--- config.mk ---
export PLATFORM = sky130hd
export DESIGN_NAME = deploy_mode_supervisor_unit
export DESIGN_NICKNAME = d
export VERILOG_FILES = /design/src/rtl/dms_pkg.sv /design/src/rtl/dms_in_stage.sv /design/src/rtl/dms_core.sv /design/src/rtl/dms_out_stage.sv /design/src/rtl/deploy_mode_supervisor_unit.sv
export SDC_FILE = /design/constraint.sdc
export NUM_CORES = 2
export LEC_CHECK = 0
export BUFFER_PORTS_ARGS = -buffer_cell sky130_fd_sc_hd__buf_2
export CAP_MARGIN = 30
export CORE_ASPECT_RATIO = 1.75
export CORE_UTILIZATION = 40
export CTS_BUF_LIST = sky130_fd_sc_hd__clkbuf_8
export DETAILED_ROUTE_END_ITERATION = 16
export HOLD_SLACK_MARGIN = 0.02
export PLACE_DENSITY = 0.58
export SETUP_SLACK_MARGIN = 0.15
export SLEW_MARGIN = 40
export SYNTH_ARGS = -nofsm -noshare
export SYNTH_HDL_FRONTEND = slang
export SYNTH_HIERARCHICAL = 1
export SYNTH_SLANG_ARGS = --single-unit
--- constraint.sdc ---
create_clock -name clk -period 16.2 [get_ports clk]
set_input_delay 1.62 -clock clk [delete_from_list [all_inputs] [get_ports clk]]
set_output_delay 1.62 -clock clk [all_outputs]
set_load 0.02 [all_outputs]
--- src/rtl/dms_pkg.sv ---
// Package: shared types, widths, mode codes and register defaults of the supervisor.
package dms_pkg;

  localparam int RATE_BITS = 16;
  localparam int SQ_W      = 2 * RATE_BITS;
  localparam int SUM_W     = SQ_W + 2;
  localparam int CMP_W     = (SUM_W > 32) ? SUM_W : 32;
  localparam int CFG_W     = 32;
  localparam int CFG_IDX_W = 3;
  localparam int CNT_W     = 16;

  typedef enum logic [2:0] {
    MODE_BOOT       = 3'd0,
    MODE_DETUMBLE   = 3'd1,
    MODE_NOMINAL    = 3'd2,
    MODE_DIAGNOSTIC = 3'd3,
    MODE_SAFE       = 3'd4
  } mode_t;

  localparam logic [2:0] TARGET_NONE = 3'd0;

  typedef enum logic [CFG_IDX_W-1:0] {
    CFG_BOOT_SETTLE   = 3'd0,
    CFG_STABLE_THR    = 3'd1,
    CFG_HARD_RESET    = 3'd2,
    CFG_STABLE_NEEDED = 3'd3,
    CFG_BOOT_TIMEOUT  = 3'd4,
    CFG_DET_TIMEOUT   = 3'd5,
    CFG_DIAG_TIMEOUT  = 3'd6
  } cfg_reg_t;

  localparam logic [31:0]      RST_BOOT_SETTLE   = 32'd5000;
  localparam logic [31:0]      RST_STABLE_THR    = 32'd1000000;
  localparam logic [31:0]      RST_HARD_RESET    = 32'd4000000;
  localparam logic [CNT_W-1:0] RST_STABLE_NEEDED = 16'd10;
  localparam logic [31:0]      RST_BOOT_TIMEOUT  = 32'd60000;
  localparam logic [31:0]      RST_DET_TIMEOUT   = 32'd3600000;
  localparam logic [31:0]      RST_DIAG_TIMEOUT  = 32'd600000;

  // One monitor tick after capture; the rates are already squared.
  typedef struct packed {
    logic [2:0]      cur_mode;
    logic            selftest_present;
    logic            selftest_critical;
    logic            imu_ok;
    logic [31:0]     time_in_mode_ms;
    logic [SQ_W-1:0] sq_x;
    logic [SQ_W-1:0] sq_y;
    logic [SQ_W-1:0] sq_z;
    logic            auto_grant;
  } tick_t;

  typedef struct packed {
    logic             auto_request;
    logic [2:0]       auto_target;
    logic             timeout_request;
    logic [2:0]       timeout_target;
    logic             deploy_active;
    logic [CNT_W-1:0] stable_level;
  } result_t;

  // Square of a two's complement rate; the most negative code squares to 2^(2*RATE_BITS-2).
  function automatic logic [SQ_W-1:0] rate_sq(input logic [RATE_BITS-1:0] v);
    logic [RATE_BITS-1:0] mag;
    mag = v[RATE_BITS-1] ? RATE_BITS'(~v + 1'b1) : v;
    return SQ_W'(mag) * SQ_W'(mag);
  endfunction

endpackage

--- src/rtl/dms_in_stage.sv ---
// Input stage: capture one tick beat and square the three body rates.
module dms_in_stage
  import dms_pkg::*;
(
  input  logic                 clk,
  input  logic                 rst,
  input  logic                 in_valid,
  output logic                 in_ready,
  input  logic [2:0]           cur_mode,
  input  logic                 selftest_present,
  input  logic                 selftest_critical,
  input  logic                 imu_ok,
  input  logic [31:0]          time_in_mode_ms,
  input  logic [RATE_BITS-1:0] rate_x,
  input  logic [RATE_BITS-1:0] rate_y,
  input  logic [RATE_BITS-1:0] rate_z,
  input  logic                 auto_grant,
  input  logic                 pop,
  output logic                 tick_valid,
  output tick_t                tick
);

  logic take;

  assign in_ready = !tick_valid || pop;
  assign take     = in_valid && in_ready;

  always_ff @(posedge clk) begin
    if (rst) begin
      tick_valid <= 1'b0;
    end else if (take) begin
      tick_valid <= 1'b1;
    end else if (pop) begin
      tick_valid <= 1'b0;
    end
  end

  always_ff @(posedge clk) begin
    if (take) begin
      tick.cur_mode          <= cur_mode;
      tick.selftest_present  <= selftest_present;
      tick.selftest_critical <= selftest_critical;
      tick.imu_ok            <= imu_ok;
      tick.time_in_mode_ms   <= time_in_mode_ms;
      tick.sq_x              <= rate_sq(rate_x);
      tick.sq_y              <= rate_sq(rate_y);
      tick.sq_z              <= rate_sq(rate_z);
      tick.auto_grant        <= auto_grant;
    end
  end

endmodule

--- src/rtl/dms_core.sv ---
// Core: configuration registers, deploy flag, stability counter and request logic.
module dms_core
  import dms_pkg::*;
(
  input  logic                 clk,
  input  logic                 rst,
  input  logic                 cfg_we,
  input  logic [CFG_IDX_W-1:0] cfg_index,
  input  logic [CFG_W-1:0]     cfg_data,
  input  logic                 fire,
  input  tick_t                tick,
  output result_t              res
);

  logic [31:0]      boot_settle_ms;
  logic [31:0]      stable_threshold_sq;
  logic [31:0]      hard_reset_sq;
  logic [CNT_W-1:0] stable_needed;
  logic [31:0]      boot_timeout_ms;
  logic [31:0]      detumble_timeout_ms;
  logic [31:0]      diagnostic_timeout_ms;

  logic             deploy_flag;
  logic             deploy_flag_next;
  logic [CNT_W-1:0] stable_counter;
  logic [CNT_W-1:0] stable_counter_next;

  logic [SUM_W-1:0] rate_sum;
  logic [CMP_W-1:0] rate_cmp;
  logic             is_boot;
  logic             is_detumble;
  logic             is_diag;
  logic [CNT_W-1:0] cnt_leak;

  always_ff @(posedge clk) begin
    if (rst) begin
      boot_settle_ms        <= RST_BOOT_SETTLE;
      stable_threshold_sq   <= RST_STABLE_THR;
      hard_reset_sq         <= RST_HARD_RESET;
      stable_needed         <= RST_STABLE_NEEDED;
      boot_timeout_ms       <= RST_BOOT_TIMEOUT;
      detumble_timeout_ms   <= RST_DET_TIMEOUT;
      diagnostic_timeout_ms <= RST_DIAG_TIMEOUT;
    end else if (cfg_we) begin
      case (cfg_index)
        CFG_BOOT_SETTLE:   boot_settle_ms        <= cfg_data[31:0];
        CFG_STABLE_THR:    stable_threshold_sq   <= cfg_data[31:0];
        CFG_HARD_RESET:    hard_reset_sq         <= cfg_data[31:0];
        CFG_STABLE_NEEDED: stable_needed         <= cfg_data[CNT_W-1:0];
        CFG_BOOT_TIMEOUT:  boot_timeout_ms       <= cfg_data[31:0];
        CFG_DET_TIMEOUT:   detumble_timeout_ms   <= cfg_data[31:0];
        CFG_DIAG_TIMEOUT:  diagnostic_timeout_ms <= cfg_data[31:0];
        default: ;
      endcase
    end
  end

  always_ff @(posedge clk) begin
    if (rst) begin
      deploy_flag    <= 1'b0;
      stable_counter <= '0;
    end else if (fire) begin
      deploy_flag    <= deploy_flag_next;
      stable_counter <= stable_counter_next;
    end
  end

  always_comb begin
    rate_sum    = SUM_W'(tick.sq_x) + SUM_W'(tick.sq_y) + SUM_W'(tick.sq_z);
    rate_cmp    = CMP_W'(rate_sum);
    is_boot     = (tick.cur_mode == MODE_BOOT);
    is_detumble = (tick.cur_mode == MODE_DETUMBLE);
    is_diag     = (tick.cur_mode == MODE_DIAGNOSTIC);

    deploy_flag_next    = deploy_flag;
    stable_counter_next = stable_counter;
    res                 = '0;
    res.auto_target     = TARGET_NONE;
    res.timeout_target  = TARGET_NONE;

    // Boot: request detumble once the vehicle is healthy and settled.
    if (is_boot && !deploy_flag && tick.selftest_present && !tick.selftest_critical &&
        tick.imu_ok && (tick.time_in_mode_ms >= boot_settle_ms)) begin
      res.auto_request = 1'b1;
      res.auto_target  = MODE_DETUMBLE;
      if (tick.auto_grant) begin
        deploy_flag_next = 1'b1;
      end
    end

    // Detumble: leaky stability counter on the squared rate magnitude.
    if (stable_counter != '0) begin
      cnt_leak = stable_counter - 1'b1;
    end else begin
      cnt_leak = stable_counter;
    end
    if (is_detumble) begin
      if (rate_cmp < CMP_W'(stable_threshold_sq)) begin
        if (stable_counter < stable_needed) begin
          stable_counter_next = stable_counter + 1'b1;
        end
      end else if (rate_cmp > CMP_W'(hard_reset_sq)) begin
        stable_counter_next = '0;
      end else begin
        stable_counter_next = cnt_leak;
      end
      if (stable_counter_next >= stable_needed) begin
        res.auto_request = 1'b1;
        res.auto_target  = MODE_NOMINAL;
        if (tick.auto_grant) begin
          deploy_flag_next    = 1'b0;
          stable_counter_next = '0;
        end
      end
    end

    // Timeouts come last so a boot timeout drops a flag set in this tick.
    if (is_boot && (tick.time_in_mode_ms >= boot_timeout_ms)) begin
      res.timeout_request = 1'b1;
      res.timeout_target  = MODE_SAFE;
      deploy_flag_next    = 1'b0;
    end else if (is_detumble && (tick.time_in_mode_ms >= detumble_timeout_ms)) begin
      res.timeout_request = 1'b1;
      res.timeout_target  = MODE_SAFE;
      deploy_flag_next    = 1'b0;
    end else if (is_diag && (tick.time_in_mode_ms >= diagnostic_timeout_ms)) begin
      res.timeout_request = 1'b1;
      res.timeout_target  = MODE_NOMINAL;
    end

    res.deploy_active = deploy_flag_next;
    res.stable_level  = stable_counter_next;
  end

endmodule

--- src/rtl/dms_out_stage.sv ---
// Output stage: result register that holds a beat until the consumer takes it.
module dms_out_stage
  import dms_pkg::*;
(
  input  logic    clk,
  input  logic    rst,
  input  logic    load,
  input  result_t res_in,
  output logic    space,
  input  logic    out_ready,
  output logic    out_valid,
  output result_t res_out
);

  assign space = !out_valid || out_ready;

  always_ff @(posedge clk) begin
    if (rst) begin
      out_valid <= 1'b0;
    end else if (load) begin
      out_valid <= 1'b1;
    end else if (out_ready) begin
      out_valid <= 1'b0;
    end
  end

  always_ff @(posedge clk) begin
    if (load) begin
      res_out <= res_in;
    end
  end

endmodule

--- src/rtl/deploy_mode_supervisor_unit.sv ---
// Top level of the deploy mode supervisor: input stage, decision core, result register.
// Flow: a tick accepted into the input register enters the result register once that register
//   has room, and its result beat is offered from there until the consumer takes it.
// Throughput: one tick per cycle while the consumer takes each result; the input register advances
//   whenever the result register is empty or being drained in the same cycle.
// Reset (rst, synchronous, active high): clears both valid flags, the deploy flag
//   and the stability counter, and loads the registers with their default values.
module deploy_mode_supervisor_unit
  import dms_pkg::*;
(
  input  logic                        clk,
  input  logic                        rst,
  // configuration write port
  input  logic                        cfg_we,
  input  logic [CFG_IDX_W-1:0]        cfg_index,
  input  logic [CFG_W-1:0]            cfg_data,
  // tick channel
  input  logic                        in_valid,
  output logic                        in_ready,
  input  logic [2:0]                  cur_mode,
  input  logic                        selftest_present,
  input  logic                        selftest_critical,
  input  logic                        imu_ok,
  input  logic [31:0]                 time_in_mode_ms,
  input  logic signed [RATE_BITS-1:0] rate_x,
  input  logic signed [RATE_BITS-1:0] rate_y,
  input  logic signed [RATE_BITS-1:0] rate_z,
  input  logic                        auto_grant,
  // result channel
  output logic                        out_valid,
  input  logic                        out_ready,
  output logic                        auto_request,
  output logic [2:0]                  auto_target,
  output logic                        timeout_request,
  output logic [2:0]                  timeout_target,
  output logic                        deploy_active,
  output logic [CNT_W-1:0]            stable_level
);

  tick_t   tick;
  logic    tick_valid;
  logic    space;
  logic    fire;
  result_t res_next;
  result_t res;

  // Advance a held tick into the result register when there is room for its beat;
  // the core commits its state at the same edge, so the next tick sees it.
  assign fire = tick_valid && space;

  // Capture the tick beat and square the rates on the way in.
  dms_in_stage u_in (
    .clk               (clk),
    .rst               (rst),
    .in_valid          (in_valid),
    .in_ready          (in_ready),
    .cur_mode          (cur_mode),
    .selftest_present  (selftest_present),
    .selftest_critical (selftest_critical),
    .imu_ok            (imu_ok),
    .time_in_mode_ms   (time_in_mode_ms),
    .rate_x            (rate_x),
    .rate_y            (rate_y),
    .rate_z            (rate_z),
    .auto_grant        (auto_grant),
    .pop               (fire),
    .tick_valid        (tick_valid),
    .tick              (tick)
  );

  // Sum, compare, update the counter and flag, and form both requests.
  dms_core u_core (
    .clk       (clk),
    .rst       (rst),
    .cfg_we    (cfg_we),
    .cfg_index (cfg_index),
    .cfg_data  (cfg_data),
    .fire      (fire),
    .tick      (tick),
    .res       (res_next)
  );

  // Hold the result beat until the consumer takes it.
  dms_out_stage u_out (
    .clk       (clk),
    .rst       (rst),
    .load      (fire),
    .res_in    (res_next),
    .space     (space),
    .out_ready (out_ready),
    .out_valid (out_valid),
    .res_out   (res)
  );

  assign auto_request    = res.auto_request;
  assign auto_target     = res.auto_target;
  assign timeout_request = res.timeout_request;
  assign timeout_target  = res.timeout_target;
  assign deploy_active   = res.deploy_active;
  assign stable_level    = res.stable_level;

endmodule

==> results_dict.tcl <==
set metrics [dict create \
    async_flop_share 0 \
    area_growth_pct 8.84 \
    wl_per_cell_um 19.0 \
    cap_violations 0 \
    slowest_stage "nor2_1" \
    cts_made_buffers 58 \
    holdWs_ps 454 \
    cts_tree "yes" \
    period_share 0.594 \
    portBuffers 153 \
    tightest_slew_ps 860 \
    netlist.area_leader.share 0.240 \
    regArea_um2 9260 \
    yosysSeqAreaShare 0.212 \
    syn_area_um2 43600 \
    setup.worst_path.start "u_in/tick[5]" \
    r2r_start "u_in/tick[5]" \
    finalWirelength_um 124000 \
    multi_input_area_um2 30500 \
    yosysWarnings 6 \
    avgSynthCellArea_um2 8.92 \
    placed_cell_area_um2 46200 \
    via_per_inst 5.21 \
    ys_ff_latch 384 \
    crit_required_ps 16840 \
    cts_max_level 2 \
    finalSetupViolations 0 \
    cts_buffer_depth 3 \
    startpoint_type "register" \
    clock_latency_ps 730 \
    arrival_ps 10260 \
    fp.dieH_um 439 \
    antenna_found_initial 4 \
    run_status "complete, no violations" \
    synth_edf_count 157 \
    fin_crit_ps 9620 \
    synthDistinctLibCells 105 \
    root_buffer "clkbuf_8" \
    cts.hold.buffers_added 0 \
    setup_tns_ps 0 \
    hold_start "u_core/boot_settle_ms[19]" \
    grt_pass1_vias 35755 \
    min_to "u_core/boot_settle_ms[19]" \
    yosys_most_used_dff "dfxtp_1" \
    crit_fanout 16 \
    grtUsageTotal 0.227 \
    grt_max_degree 91 \
    clk_pin_slew_ps 80 \
    finalInstanceArea_um2 47500 \
    die_area_um2 110000 \
    syn_inst 4891 \
    start_util 0.405 \
    antenna_left 0 \
    postCtsSetupBuffers 0 \
    firstDrtPassIters 6 \
    drt-initial-drc-count 1672 \
    layout-drive-gt1-share 0.0712 \
    final-max-slew-violation-count 0 \
    die_w_um 252 \
    fmax_ghz 0.104 \
    io_pins 154 \
    hp-class "register to register" \
    fp-row-count 159 \
    final_hold_viol_count 0 \
    vias 34064 \
    cp-end-kind "register" \
    grt.overflow.total 0 \
    worstSetupPathType "register to register" \
    r2r-end "u_core/stable_counter[9]" \
    rsz0062_at_grt "false" \
    grt_pass1_wl_um 193000 \
    utilization 0.441 \
    fill_cells 10730 \
    synthTopCellsByArea "fa_1, ha_1, edfxtp_1" \
    cpPeakStageDelay_ps 680 \
    synth_top_area_cell "fa_1" \
    place.gp.congestion 0.940 \
    cts_resized 0 \
    hpwl_um 101000 \
    clock_skew_ps 63.5 \
    whs_path_depth 2 \
    ff2ff_setup_slack_ps 6580 \
    drc 0 \
    cts_sinks 384 \
    layout.nets 6231 \
    core_area_um2 108000 \
    reg2regPathDepth 31 \
    max_slew_margin 0.424 \
]
## synthesized netlist by cell type, drive strengths merged (8+ instances only)
| cell | n |
|---|---|
| or2 | 9 |
| a21oi | 349 |
| or3 | 21 |
| nand4 | 47 |
| fa | 522 |
| nor4 | 20 |
| o21a | 16 |
| a31oi | 18 |
| inv | 927 |
| a211oi | 30 |
| and3 | 16 |
| clkinv | 13 |
| a22o | 13 |
| nand2 | 702 |
| nand2b | 28 |
| xnor2 | 112 |
| nor3 | 44 |
| dfxtp | 227 |
| edfxtp | 157 |
| o21bai | 19 |
| nor2b | 31 |
| o2111ai | 9 |
| nor2 | 293 |
| o21ai | 112 |
| clkbuf | 119 |
| xor2 | 58 |
| nand3b | 28 |
| a21o | 118 |
| o211ai | 21 |
| and2 | 20 |
| buf | 23 |
| nand3 | 40 |
| o31ai | 12 |
| ha | 545 |
| a221oi | 8 |
| or4 | 12 |
| a211o | 41 |
| a2111oi | 8 |
## final cells by class
cell class              instances  share of cell area
multi-input cells            3460               0.643
flip-flops and latches        384               0.195
inverters                     940              0.0743
well taps                    1449              0.0382
repair buffers                193              0.0230
clock buffers                  70              0.0203
clock inverters                40             0.00609
diodes                          1           0.0000527
## worst max-delay path: cells and delay by family (launching register included)
family | cells | cell delay, ps
AOI/OAI and AO/OA | 18 | 4670
and+or+nand+nor | 8 | 2940
adders and majority gates | 4 | 1400
buffers and inverters | 1 | 130
DFF | 1 | 400
## placed cells by master (no fill, tap or decap), types with 105 or more instances in the layout
cell      instances
a21oi_1         346
nand2_1         699
a21o_1          118
buf_2           153
xnor2_1         105
ha_1            545
inv_1           937
nor2_1          289
fa_1            522
edfxtp_1        157
dfxtp_1         227
## worst max-delay path by stage
stage,to,slack [ps],cells after the start
6_report,u_core/stable_counter[9],6580,31
4_1_cts,u_core/stable_counter[9],6790,31
3_3_place_gp,u_in/tick[29],6160,28
3_5_place_dp,u_in/tick[29],6080,25
5_1_grt,u_core/stable_counter[9],5920,31
2_1_floorplan,u_in/tick[61],7130,29
## registers in the layout (all words and copies together) (netlist names)
name and flops:
u_in/tick 132, u_core/boot_settle_ms 32, u_core/boot_timeout_ms 32, u_core/detumble_timeout_ms 32
u_core/diagnostic_timeout_ms 32, u_core/hard_reset_sq 32, u_core/stable_threshold_sq 32, u_out/res_out 25
u_core/stable_counter 16, u_core/stable_needed 16, u_core/deploy_flag 1, u_in/tick_valid 1
u_out/out_valid 1
## routing by layer
layer	global-route usage	wire, µm	vias to the layer above
met2	0.458	69300	881
met5	0	13	-
li1	-	-	16203
met3	0.0212	4530	329
met4	0.132	8130	2
met1	0.219	42000	16649
## logic make-up after synthesis
group / count (synthesis) / share of synthesized area
DFF: 384 / 0.212
other: 3 / 0.000258
buffers and inverters: 1082 / 0.0946
and+or+nand+nor: 1332 / 0.136
AOI/OAI and AO/OA: 848 / 0.125
muxes: 5 / 0.00146
xor gates and xnor gates: 170 / 0.0352
adders and majority gates: 1067 / 0.396
## per-stage QoR
stage | worst slack, ps | std cells
2_1_floorplan | 7130 | 4926
3_3_place_gp | 6160 | 6424
3_5_place_dp | 6080 | 6426
4_1_cts | 6790 | 6536
5_1_grt | 5920 | 6537
6_report | 6580 | 6537
Power is not shown: default switching activity piles up to over one toggle a cycle in this logic, so the estimate is an artifact.
